## config.mk

```make
export PLATFORM = sky130hd
export DESIGN_NAME = box_average_downsampler_flat
export DESIGN_NICKNAME = d
export VERILOG_FILES = /design/src/bxavg_pkg.sv /design/src/bxavg_pix_if.sv /design/src/bxavg_avg_if.sv /design/src/bxavg_ram.sv /design/src/bxavg_lane.sv /design/src/bxavg_ctrl.sv /design/src/box_average_downsampler.sv /design/src/flat_wrapper.sv
export SDC_FILE = /design/constraint.sdc
export NUM_CORES = 2
export LEC_CHECK = 0
export BUFFER_PORTS_ARGS = -buffer_cell sky130_fd_sc_hd__buf_2
export CORE_AREA = 2 2 641 643
export CTS_BUF_LIST = sky130_fd_sc_hd__clkbuf_16
export DETAILED_ROUTE_END_ITERATION = 10
export DIE_AREA = 0 0 643 645
export PLACE_DENSITY = 0.55
export REMOVE_ABC_BUFFERS = 1
export SETUP_SLACK_MARGIN = 0.02
export SLEW_MARGIN = 20
export SYNTH_ARGS = -nofsm -noshare
export SYNTH_HDL_FRONTEND = slang
export SYNTH_SLANG_ARGS = --single-unit
```

## constraint.sdc

```tcl
create_clock -name clk -period 8.2 [get_ports clk]
set_input_delay 1.64 -clock clk [delete_from_list [all_inputs] [get_ports clk]]
set_output_delay 1.64 -clock clk [all_outputs]
set_load 0.02 [all_outputs]
```

## src/bxavg_pkg.sv

```systemverilog
// shared constants and types for the box average downsampler
`default_nettype none

package bxavg_pkg;

  localparam int PIX_W     = 8;
  localparam int FACTOR_W  = 4;
  localparam int NUM_LANES = 3;

  localparam int DEF_OUT_WIDTH  = 64;
  localparam int DEF_OUT_HEIGHT = 32;
  localparam int DEF_MAX_FACTOR = 8;

  localparam logic [FACTOR_W-1:0] FACTOR_RESET = FACTOR_W'(1);

  // sequencer strobes handed to the lanes and the output stage
  typedef struct packed {
    logic take;       // word accepted this cycle
    logic acc_en;     // column sum updated and written back
    logic load;       // first pixel of a block: load instead of add
    logic mul_en;     // reciprocal product registered
    logic out_load;   // averaged word moves into the output register
    logic frame_end;  // marks the last block of a frame
  } ctrl_t;

endpackage

`default_nettype wire

```

## src/bxavg_pix_if.sv

```systemverilog
// input channel: one canvas pixel per word
`default_nettype none

interface bxavg_pix_if;
  logic                        valid;
  logic                        ready;
  logic [bxavg_pkg::PIX_W-1:0] red_in;
  logic [bxavg_pkg::PIX_W-1:0] green_in;
  logic [bxavg_pkg::PIX_W-1:0] blue_in;
  logic                        frame_start;

  modport source (output valid, output red_in, output green_in, output blue_in,
                  output frame_start, input ready);
  modport sink (input valid, input red_in, input green_in, input blue_in,
                input frame_start, output ready);
endinterface

`default_nettype wire

```

## src/bxavg_avg_if.sv

```systemverilog
// output channel: one averaged pixel per word
`default_nettype none

interface bxavg_avg_if;
  logic                        valid;
  logic                        ready;
  logic [bxavg_pkg::PIX_W-1:0] red_out;
  logic [bxavg_pkg::PIX_W-1:0] green_out;
  logic [bxavg_pkg::PIX_W-1:0] blue_out;
  logic                        frame_end;

  modport source (output valid, output red_out, output green_out, output blue_out,
                  output frame_end, input ready);
  modport sink (input valid, input red_out, input green_out, input blue_out,
                input frame_end, output ready);
endinterface

`default_nettype wire

```

## src/bxavg_ram.sv

```systemverilog
// generic single write port ram with registered read
`default_nettype none

module bxavg_ram #(
  parameter int WIDTH = 42,
  parameter int DEPTH = 64
) (
  input  wire logic                                   clk,
  input  wire logic                                   we,
  input  wire logic [(DEPTH > 1 ? $clog2(DEPTH) : 1)-1:0] waddr,
  input  wire logic [WIDTH-1:0]                       wdata,
  input  wire logic                                   re,
  input  wire logic [(DEPTH > 1 ? $clog2(DEPTH) : 1)-1:0] raddr,
  output      logic [WIDTH-1:0]                       rdata
);

  logic [WIDTH-1:0] mem [DEPTH];

  always_ff @(posedge clk) begin
    if (we) begin
      mem[waddr] <= wdata;
    end
    if (re) begin
      rdata <= mem[raddr];
    end
  end

endmodule

`default_nettype wire

```

## src/bxavg_lane.sv

```systemverilog
// one colour lane: column sum update, reciprocal multiply, saturation
`default_nettype none

module bxavg_lane #(
  parameter int SUM_W = 14,
  parameter int SHIFT = 20,
  parameter int RCP_W = 21
) (
  input  wire logic                        clk,
  input  wire bxavg_pkg::ctrl_t            ctl,
  input  wire logic [bxavg_pkg::PIX_W-1:0] pix,
  input  wire logic [SUM_W-1:0]            rd_sum,
  input  wire logic [RCP_W-1:0]            recip,
  output      logic [SUM_W-1:0]            wr_sum,
  output      logic [bxavg_pkg::PIX_W-1:0] avg
);

  localparam int PROD_W = SUM_W + RCP_W;
  localparam int QUO_W  = PROD_W - SHIFT;

  logic [bxavg_pkg::PIX_W-1:0] pix_r;
  logic [SUM_W-1:0]            sum_r;
  logic [PROD_W-1:0]           prod_r;
  logic [QUO_W-1:0]            quo;

  assign wr_sum = ctl.load ? SUM_W'(pix_r) : rd_sum + SUM_W'(pix_r);

  always_ff @(posedge clk) begin
    if (ctl.take) begin
      pix_r <= pix;
    end
    if (ctl.acc_en) begin
      sum_r <= wr_sum;
    end
    if (ctl.mul_en) begin
      prod_r <= PROD_W'(sum_r) * PROD_W'(recip);
    end
  end

  // rounded-up reciprocal makes the shifted product the exact floor
  assign quo = prod_r[PROD_W-1:SHIFT];
  assign avg = (quo > QUO_W'({bxavg_pkg::PIX_W{1'b1}})) ? {bxavg_pkg::PIX_W{1'b1}}
                                                        : quo[bxavg_pkg::PIX_W-1:0];

endmodule

`default_nettype wire

```

## src/bxavg_ctrl.sv

```systemverilog
// position counters and item sequencer
`default_nettype none

module bxavg_ctrl #(
  parameter int OUT_WIDTH  = bxavg_pkg::DEF_OUT_WIDTH,
  parameter int OUT_HEIGHT = bxavg_pkg::DEF_OUT_HEIGHT,
  parameter int MAX_FACTOR = bxavg_pkg::DEF_MAX_FACTOR
) (
  input  wire logic                                           clk,
  input  wire logic                                           rst_n,
  input  wire logic                                           in_valid,
  input  wire logic                                           frame_start,
  input  wire logic [bxavg_pkg::FACTOR_W-1:0]                 f_eff,
  input  wire logic                                           slot_free,
  output      logic                                           in_ready,
  output      logic [(OUT_WIDTH > 1 ? $clog2(OUT_WIDTH) : 1)-1:0] rd_addr,
  output      logic [(OUT_WIDTH > 1 ? $clog2(OUT_WIDTH) : 1)-1:0] wr_addr,
  output      bxavg_pkg::ctrl_t                               ctl
);

  localparam int COL_W = OUT_WIDTH > 1 ? $clog2(OUT_WIDTH) : 1;
  localparam int ROW_W = OUT_HEIGHT > 1 ? $clog2(OUT_HEIGHT) : 1;
  localparam int SUB_W = MAX_FACTOR > 1 ? $clog2(MAX_FACTOR) : 1;

  localparam logic [1:0] ST_IDLE = 2'd0;
  localparam logic [1:0] ST_ACC  = 2'd1;
  localparam logic [1:0] ST_MUL  = 2'd2;
  localparam logic [1:0] ST_OUT  = 2'd3;

  logic [1:0]       state_r, state_nxt;
  logic [SUB_W-1:0] scol_r, scol_nxt, srow_r, srow_nxt;
  logic [COL_W-1:0] ocol_r, ocol_nxt, addr_r;
  logic [ROW_W-1:0] orow_r, orow_nxt;
  logic             load_r, emit_r, fend_r;

  logic [SUB_W-1:0] scol_cur, srow_cur;
  logic [COL_W-1:0] ocol_cur;
  logic [ROW_W-1:0] orow_cur;
  logic             scol_last, srow_last, ocol_last, orow_last;
  logic             take;

  // frame start clears the counters before this pixel is placed
  assign scol_cur = frame_start ? '0 : scol_r;
  assign srow_cur = frame_start ? '0 : srow_r;
  assign ocol_cur = frame_start ? '0 : ocol_r;
  assign orow_cur = frame_start ? '0 : orow_r;

  assign scol_last = (32'(scol_cur) + 32'd1) >= 32'(f_eff);
  assign srow_last = (32'(srow_cur) + 32'd1) >= 32'(f_eff);
  assign ocol_last = 32'(ocol_cur) == OUT_WIDTH - 1;
  assign orow_last = 32'(orow_cur) == OUT_HEIGHT - 1;

  // no word is taken while reset is held
  assign in_ready = rst_n && state_r == ST_IDLE;
  assign take     = in_ready && in_valid;
  assign rd_addr  = ocol_cur;
  assign wr_addr  = addr_r;

  always_comb begin
    scol_nxt = scol_r;
    srow_nxt = srow_r;
    ocol_nxt = ocol_r;
    orow_nxt = orow_r;
    if (take) begin
      srow_nxt = srow_cur;
      ocol_nxt = ocol_cur;
      orow_nxt = orow_cur;
      if (!scol_last) begin
        scol_nxt = scol_cur + SUB_W'(1);
      end else begin
        scol_nxt = '0;
        if (!ocol_last) begin
          ocol_nxt = ocol_cur + COL_W'(1);
        end else begin
          ocol_nxt = '0;
          if (!srow_last) begin
            srow_nxt = srow_cur + SUB_W'(1);
          end else begin
            srow_nxt = '0;
            orow_nxt = orow_last ? '0 : orow_cur + ROW_W'(1);
          end
        end
      end
    end
  end

  always_comb begin
    state_nxt = state_r;
    unique case (state_r)
      ST_IDLE: begin
        if (in_valid) begin
          state_nxt = ST_ACC;
        end
      end
      ST_ACC: begin
        state_nxt = emit_r ? ST_MUL : ST_IDLE;
      end
      ST_MUL: begin
        state_nxt = ST_OUT;
      end
      ST_OUT: begin
        if (slot_free) begin
          state_nxt = ST_IDLE;
        end
      end
      default: begin
        state_nxt = ST_IDLE;
      end
    endcase
  end

  always_ff @(posedge clk) begin
    if (!rst_n) begin
      state_r <= ST_IDLE;
      scol_r  <= '0;
      srow_r  <= '0;
      ocol_r  <= '0;
      orow_r  <= '0;
      load_r  <= 1'b0;
      emit_r  <= 1'b0;
      fend_r  <= 1'b0;
    end else begin
      state_r <= state_nxt;
      scol_r  <= scol_nxt;
      srow_r  <= srow_nxt;
      ocol_r  <= ocol_nxt;
      orow_r  <= orow_nxt;
      if (take) begin
        load_r <= scol_cur == '0 && srow_cur == '0;
        emit_r <= scol_last && srow_last;
        fend_r <= ocol_last && orow_last;
      end
    end
  end

  always_ff @(posedge clk) begin
    if (take) begin
      addr_r <= ocol_cur;
    end
  end

  always_comb begin
    ctl.take      = take;
    ctl.acc_en    = state_r == ST_ACC;
    ctl.load      = load_r;
    ctl.mul_en    = state_r == ST_MUL;
    ctl.out_load  = (state_r == ST_OUT) && slot_free;
    ctl.frame_end = fend_r;
  end

endmodule

`default_nettype wire

```

## src/box_average_downsampler.sv

```systemverilog
// Box average downsampler: averages factor x factor blocks of a raster canvas.
// in_ch carries one canvas pixel per word (red, green, blue, frame_start) in
// raster order; the canvas is OUT_WIDTH*f wide and OUT_HEIGHT*f high, f being
// cfg_data written with cfg_we (0 acts as 1, above MAX_FACTOR clamps).
// out_ch carries one averaged pixel per block, floor(sum / f*f) saturated to
// 255, with frame_end on the bottom right block. frame_start restarts the
// position counters; after the last block they wrap on their own.
// Per-column running sums sit in a ram of OUT_WIDTH words; three colour lanes
// work in parallel and the output register gathers their results.
// An item that completes no block passes a ram read, then add and write
// back. The last pixel of a block passes read, accumulate, reciprocal
// multiply and output load; its word enters the output register at that load.
// The read-modify-write through the registered ram read sets these steps.
// The output register frees the input side: a new word is taken while the
// previous result waits; a stalled receiver holds the block only when a
// further result is ready to load. Write cfg only while no word is in flight.
// Reset (rst_n low, synchronous) clears counters, sequencer and output valid,
// and sets the factor to 1; the ram needs no clearing.
`default_nettype none

module box_average_downsampler #(
  parameter int OUT_WIDTH  = bxavg_pkg::DEF_OUT_WIDTH,
  parameter int OUT_HEIGHT = bxavg_pkg::DEF_OUT_HEIGHT,
  parameter int MAX_FACTOR = bxavg_pkg::DEF_MAX_FACTOR
) (
  input  wire logic                            clk,
  input  wire logic                            rst_n,
  bxavg_pix_if.sink                            in_ch,
  bxavg_avg_if.source                          out_ch,
  input  wire logic                            cfg_we,
  input  wire logic [bxavg_pkg::FACTOR_W-1:0]  cfg_data
);

  localparam int COL_W   = OUT_WIDTH > 1 ? $clog2(OUT_WIDTH) : 1;
  localparam int AREA_LG = 2 * (MAX_FACTOR > 1 ? $clog2(MAX_FACTOR) : 0);
  localparam int SUM_W   = bxavg_pkg::PIX_W + AREA_LG;
  localparam int SHIFT   = SUM_W + AREA_LG;
  localparam int RCP_W   = SHIFT + 1;
  localparam int NF      = 1 << bxavg_pkg::FACTOR_W;
  localparam int NL      = bxavg_pkg::NUM_LANES;

  logic [bxavg_pkg::FACTOR_W-1:0] factor_r, f_eff;
  bxavg_pkg::ctrl_t               ctl;
  logic                           slot_free;
  logic [COL_W-1:0]               rd_addr, wr_addr;
  logic [NL*SUM_W-1:0]            rd_data, wr_data;
  logic [RCP_W-1:0]               recip_tab [NF];
  logic [RCP_W-1:0]               recip;
  logic [bxavg_pkg::PIX_W-1:0]    pix [NL];
  logic [bxavg_pkg::PIX_W-1:0]    avg [NL];

  logic                           out_valid_r;
  logic [bxavg_pkg::PIX_W-1:0]    red_r, green_r, blue_r;
  logic                           fend_r;

  always_ff @(posedge clk) begin
    if (!rst_n) begin
      factor_r <= bxavg_pkg::FACTOR_RESET;
    end else if (cfg_we) begin
      factor_r <= cfg_data;
    end
  end

  assign f_eff = (factor_r == '0) ? bxavg_pkg::FACTOR_W'(1)
               : (32'(factor_r) > MAX_FACTOR) ? bxavg_pkg::FACTOR_W'(MAX_FACTOR)
               : factor_r;

  // rounded-up reciprocal of f*f for every factor code
  for (genvar g = 0; g < NF; g++) begin : g_rcp
    localparam longint AREA = (g == 0) ? 1 : g * g;
    localparam longint RCP  = ((longint'(1) << SHIFT) + AREA - 1) / AREA;
    assign recip_tab[g] = RCP_W'(RCP);
  end
  assign recip = recip_tab[f_eff];

  assign slot_free = !out_valid_r || out_ch.ready;

  bxavg_ctrl #(
    .OUT_WIDTH  (OUT_WIDTH),
    .OUT_HEIGHT (OUT_HEIGHT),
    .MAX_FACTOR (MAX_FACTOR)
  ) u_ctrl (
    .clk         (clk),
    .rst_n       (rst_n),
    .in_valid    (in_ch.valid),
    .frame_start (in_ch.frame_start),
    .f_eff       (f_eff),
    .slot_free   (slot_free),
    .in_ready    (in_ch.ready),
    .rd_addr     (rd_addr),
    .wr_addr     (wr_addr),
    .ctl         (ctl)
  );

  bxavg_ram #(
    .WIDTH (NL * SUM_W),
    .DEPTH (OUT_WIDTH)
  ) u_sums (
    .clk   (clk),
    .we    (ctl.acc_en),
    .waddr (wr_addr),
    .wdata (wr_data),
    .re    (ctl.take),
    .raddr (rd_addr),
    .rdata (rd_data)
  );

  assign pix[0] = in_ch.red_in;
  assign pix[1] = in_ch.green_in;
  assign pix[2] = in_ch.blue_in;

  for (genvar l = 0; l < NL; l++) begin : g_lane
    bxavg_lane #(
      .SUM_W (SUM_W),
      .SHIFT (SHIFT),
      .RCP_W (RCP_W)
    ) u_lane (
      .clk    (clk),
      .ctl    (ctl),
      .pix    (pix[l]),
      .rd_sum (rd_data[l*SUM_W +: SUM_W]),
      .recip  (recip),
      .wr_sum (wr_data[l*SUM_W +: SUM_W]),
      .avg    (avg[l])
    );
  end

  // output register gathers the three lanes into one word
  always_ff @(posedge clk) begin
    if (!rst_n) begin
      out_valid_r <= 1'b0;
    end else if (ctl.out_load) begin
      out_valid_r <= 1'b1;
    end else if (out_ch.ready) begin
      out_valid_r <= 1'b0;
    end
  end

  always_ff @(posedge clk) begin
    if (ctl.out_load) begin
      red_r   <= avg[0];
      green_r <= avg[1];
      blue_r  <= avg[2];
      fend_r  <= ctl.frame_end;
    end
  end

  assign out_ch.valid     = out_valid_r;
  assign out_ch.red_out   = red_r;
  assign out_ch.green_out = green_r;
  assign out_ch.blue_out  = blue_r;
  assign out_ch.frame_end = fend_r;

  a_no_overwrite : assert property (@(posedge clk) disable iff (!rst_n)
    ctl.out_load |-> (!out_valid_r || out_ch.ready))
    else $error("output word overwritten before it was taken");

  a_one_in_flight : assert property (@(posedge clk) disable iff (!rst_n)
    (in_ch.valid && in_ch.ready) |=> !in_ch.ready)
    else $error("second word accepted while a sum update is pending");

  a_write_after_read : assert property (@(posedge clk) disable iff (!rst_n)
    ctl.acc_en |-> $past(ctl.take))
    else $error("column sum written without a preceding read");

  a_mul_after_acc : assert property (@(posedge clk) disable iff (!rst_n)
    ctl.mul_en |-> $past(ctl.acc_en))
    else $error("average computed without a fresh block sum");

endmodule

`default_nettype wire
```

## src/flat_wrapper.sv

```systemverilog
// flat-port wrapper written by rule: the top's interface ports become plain ports
module box_average_downsampler_flat 
#(
  parameter int OUT_WIDTH  = bxavg_pkg::DEF_OUT_WIDTH,
  parameter int OUT_HEIGHT = bxavg_pkg::DEF_OUT_HEIGHT,
  parameter int MAX_FACTOR = bxavg_pkg::DEF_MAX_FACTOR
)
  (clk, rst_n, cfg_we, cfg_data, in_ch_valid, in_ch_red_in, in_ch_green_in, in_ch_blue_in, in_ch_frame_start, in_ch_ready, out_ch_valid, out_ch_red_out, out_ch_green_out, out_ch_blue_out, out_ch_frame_end, out_ch_ready);
  bxavg_pix_if in_ch_i ();
  bxavg_avg_if out_ch_i ();
  input  wire logic clk;
  input  wire logic rst_n;
  input  wire logic cfg_we;
  input  wire logic [bxavg_pkg::FACTOR_W-1:0] cfg_data;
  input wire logic [$bits(in_ch_i.valid)-1:0] in_ch_valid;
  input wire logic [$bits(in_ch_i.red_in)-1:0] in_ch_red_in;
  input wire logic [$bits(in_ch_i.green_in)-1:0] in_ch_green_in;
  input wire logic [$bits(in_ch_i.blue_in)-1:0] in_ch_blue_in;
  input wire logic [$bits(in_ch_i.frame_start)-1:0] in_ch_frame_start;
  output wire logic [$bits(in_ch_i.ready)-1:0] in_ch_ready;
  output wire logic [$bits(out_ch_i.valid)-1:0] out_ch_valid;
  output wire logic [$bits(out_ch_i.red_out)-1:0] out_ch_red_out;
  output wire logic [$bits(out_ch_i.green_out)-1:0] out_ch_green_out;
  output wire logic [$bits(out_ch_i.blue_out)-1:0] out_ch_blue_out;
  output wire logic [$bits(out_ch_i.frame_end)-1:0] out_ch_frame_end;
  input wire logic [$bits(out_ch_i.ready)-1:0] out_ch_ready;
  assign in_ch_i.valid = in_ch_valid;
  assign in_ch_i.red_in = in_ch_red_in;
  assign in_ch_i.green_in = in_ch_green_in;
  assign in_ch_i.blue_in = in_ch_blue_in;
  assign in_ch_i.frame_start = in_ch_frame_start;
  assign in_ch_ready = in_ch_i.ready;
  assign out_ch_valid = out_ch_i.valid;
  assign out_ch_red_out = out_ch_i.red_out;
  assign out_ch_green_out = out_ch_i.green_out;
  assign out_ch_blue_out = out_ch_i.blue_out;
  assign out_ch_frame_end = out_ch_i.frame_end;
  assign out_ch_i.ready = out_ch_ready;
  box_average_downsampler #(.OUT_WIDTH(OUT_WIDTH), .OUT_HEIGHT(OUT_HEIGHT), .MAX_FACTOR(MAX_FACTOR)) u_core (.clk(clk), .rst_n(rst_n), .in_ch(in_ch_i), .out_ch(out_ch_i), .cfg_we(cfg_we), .cfg_data(cfg_data));
endmodule
```

==> impl_metrics.env <==
export IMPL_dp_slack_ps=428
export IMPL_finalHoldViolCount=0
export IMPL_coreArea_um2=408000
export IMPL_mostFrequentLayoutCells="2872 x edfxtp_1, 892 x inv_1, 656 x nand2_1"
export IMPL_clock_path_buffers=4
export IMPL_grt_util_all_layers=0.186
export IMPL_clkTransAtPathRegs_ps=60
export IMPL_drt_iter0_markers=7981
export IMPL_rrSetupSlack_ps=560
export IMPL_viasPerCell=5.42
export IMPL_yosysWarningCount=0
export IMPL_synthCells=9198
export IMPL_route_antenna_remaining_nets=0
export IMPL_status="complete, no violations"
export IMPL_worst_setup_path_start_kind="register"
export IMPL_grt_start_max_net_pins=126
export IMPL_final_period_utilization=0.932
export IMPL_powerDensity_nw_per_um2=227
export IMPL_die_w_um=643
export IMPL_grt_antenna_before_repair=12
export IMPL_numPortBuffers=60
export IMPL_rsz0062_at_grt="no"
export IMPL_cp_startpoint="u_core.factor_r[2]"
export IMPL_clkSinkCount=2899
export IMPL_slew_violations=0
export IMPL_die_area_um2=415000
export IMPL_min_period_ps=7640
export IMPL_grt_pass1_vias=83400
export IMPL_ys_seq_area_frac=0.628
export IMPL_met2RoutedLength_um=191000
export IMPL_wl_met1_um=169000
export IMPL_worst_setup_path_end_kind="register"
export IMPL_synth_avg_cell_area_um2=15.0
export IMPL_synth_cell_types=78
export IMPL_crit_type="register to register"
export IMPL_cts_tree="yes"
export IMPL_worstSkewPairLatency_ps=940
export IMPL_tightestPinTransition_ps=1190
export IMPL_setup_slack_ps=561
export IMPL_grt_pass1_wl_um=573000
export IMPL_wl_met3_um=24500
export IMPL_hp_class="register to register"
export IMPL_cp_required_ps=8840
export IMPL_vdd_drop_max_v=0.000176
export IMPL_vias=81100
export IMPL_finalClockSkew_ps=88.3
export IMPL_postCtsSetupBuffers=0
export IMPL_ios=61
export IMPL_root_buffer="clkbuf_16"
export IMPL_routabilityCongestion=0.825
export IMPL_gr_total_overflow=0
export IMPL_die_y_um=645
export IMPL_drt_wirelength_per_cell_um=26.4
export IMPL_fmax_mhz=131
export IMPL_ys_ff_latch=2899
export IMPL_drive_gt1_frac=0.142
export IMPL_num_rows=235
export IMPL_dp_hpwl_um=220000
export IMPL_min_from="u_core.u_ctrl.orow_r[4]"
export IMPL_start_util=0.338
export IMPL_drtPass1Iterations=8
export IMPL_max_cap_violations=0
export IMPL_syn_area_um2=138000
export IMPL_synthArstFlopShare=0
export IMPL_finalSetupViolCount=0
export IMPL_topRoutingLayerUsed="met5"
export IMPL_ys_flop_type="edfxtp_1"
export IMPL_wl_um=395000
export IMPL_maxSlewHeadroom=0.208
export IMPL_leakagePower_uw=0.0537
export IMPL_num_nets_final=10200
export IMPL_worst_ep_arrival_time_ps=8280
export IMPL_numCtsBuffers=303
export IMPL_hold_ws_ps=460
export IMPL_drc=0
export IMPL_holdBufCountCts=0
export IMPL_reg2reg_from="u_core.factor_r[2]"
export IMPL_synth_edf_count=2872
export IMPL_cp_max_fo=39
export IMPL_mostFrequentLayoutCell="edfxtp_1"
export IMPL_areaGrowthSynthToFinish_pct=12.8
export IMPL_htree_levels=5
-- synthesized netlist by cell type, types with 14 or more instances --
cell / instances / area share
or2_2: 46 / 0.0021
a31oi_1: 14 / 0.00063
o21a_1: 18 / 0.00098
nor3_1: 63 / 0.0023
a211oi_1: 97 / 0.0053
mux2_2: 255 / 0.021
a311o_1: 42 / 0.0030
dfxtp_1: 27 / 0.0039
mux2i_1: 263 / 0.019
a221oi_1: 87 / 0.0055
o21ai_0: 263 / 0.0095
nand2_1: 662 / 0.018
nand3_1: 109 / 0.0039
mux4_2: 206 / 0.034
buf_2: 94 / 0.0034
and2_1: 248 / 0.011
buf_4: 30 / 0.0016
o311ai_0: 33 / 0.0021
clkbuf_1: 404 / 0.011
a22oi_1: 87 / 0.0047
o211ai_1: 29 / 0.0016
xor2_1: 30 / 0.0019
o21ai_1: 42 / 0.0015
o221ai_1: 335 / 0.021
nor2_1: 207 / 0.0056
nor2b_1: 27 / 0.0012
and3_1: 46 / 0.0021
xnor2_1: 41 / 0.0026
a21oi_1: 440 / 0.016
buf_1: 46 / 0.0013
inv_1: 829 / 0.023
mux2_1: 84 / 0.0068
edfxtp_1: 2872 / 0.62
a21o_1: 32 / 0.0017
ha_1: 364 / 0.033
fa_1: 597 / 0.087
-- kinds of logic after synthesis --
group,Yosys count,share of synthesized area
and+or+nand+nor,1454,0.0489
other,2,0.0000544
xor gates and xnor gates,71,0.00450
AOI/OAI and AO/OA,1590,0.0782
adders and majority gates,963,0.120
buffers and inverters,1411,0.0401
DFF,2899,0.628
muxes,808,0.0803
-- layer usage --
layer,vias up,GRT usage
met2,2945,0.316
met5,-,0
li1,34400,-
met4,2,0.0465
met1,43200,0.254
met3,594,0.0218
-- critical path, cell delays in order (launching register included) --
cell     delay (ps)
dfxtp_1         510
nor2b_1         400
inv_1           240
nor2_4          240
buf_12          230
buf_4           240
o21ai_0         140
fa_1            560
fa_1            520
inv_1            60
fa_1            570
fa_1            440
fa_1            500
inv_1            50
fa_1            470
inv_1            40
ha_1            270
and4_1          210
nand3_1          80
o22a_1          220
a21oi_1         330
nor3_1          140
o31ai_1         480
nor4_1           90
nor3_1          250
xnor2_1          80
-- power by group --
part / leakage, uW / switching [uW] / internal (uW)
clock: 0.00497 / 5820 / 7680
combinational: 0.0225 / 3100 / 1830
sequential: 0.0263 / 130 / 16800
-- per-stage QoR --
stage          power (uW)   util  cell area (um^2)  instances  setup TNS [ps]
2_1_floorplan       20700      -            136000       8660        -1465960
3_3_place_gp        22100  0.358            146000      14400               0
3_5_place_dp        22200  0.358            146000      14400               0
4_1_cts             35700  0.381            156000      14900               0
5_1_grt             36800  0.382            156000      14900               0
6_report            35400  0.382            156000      15000               0
-- flip-flops by register name, summed over array words and instances (netlist names), 3 cells and up, named ones only --
name                         cells
u_core.factor_r                  4
u_core.g_lane.u_lane.pix_r      24
u_core.g_lane.u_lane.prod_r     45
u_core.g_lane.u_lane.sum_r      42
u_core.out_ch.blue_out           8
u_core.out_ch.green_out          8
u_core.out_ch.red_out            8
u_core.u_ctrl.ocol_r             6
u_core.u_ctrl.orow_r             5
u_core.u_ctrl.scol_r             3
u_core.u_ctrl.srow_r             3
u_core.u_ctrl.wr_addr            6
u_core.u_sums.mem             2688
u_core.u_sums.rdata             42
-- area by class of cell --
type	count	area, um^2
Fill cell	38100	252000
Sequential cell	2899	86800
Multi-Input combinational cell	4925	47000
Clock buffer	310	7760
Tap cell	5451	6820
Inverter	836	3160
Timing Repair Buffer	280	2280
Clock inverter	237	1920
Antenna cell	14	35.0
-- worst paths after layout --
| kind | end | cells past startpoint |
|---|---|---|
| hold reg to reg | u_core.u_ctrl.orow_r[4] | 2 |
| setup reg to reg | u_core.g_lane[0].u_lane.prod_r[34] | 25 |
| setup / recovery | u_core.g_lane[0].u_lane.prod_r[34] | 25 |
| hold / removal | u_core.u_ctrl.orow_r[4] | 2 |
-- what timing repair did --
| item | in CTS | in global routing |
|---|---|---|
| endpoints found under the hold margin | 0 | 0 |
| gates resized for setup | 0 | 4 |
| endpoints found under the setup margin | 0 | 3 |
Power figures use the tool's default switching activity.
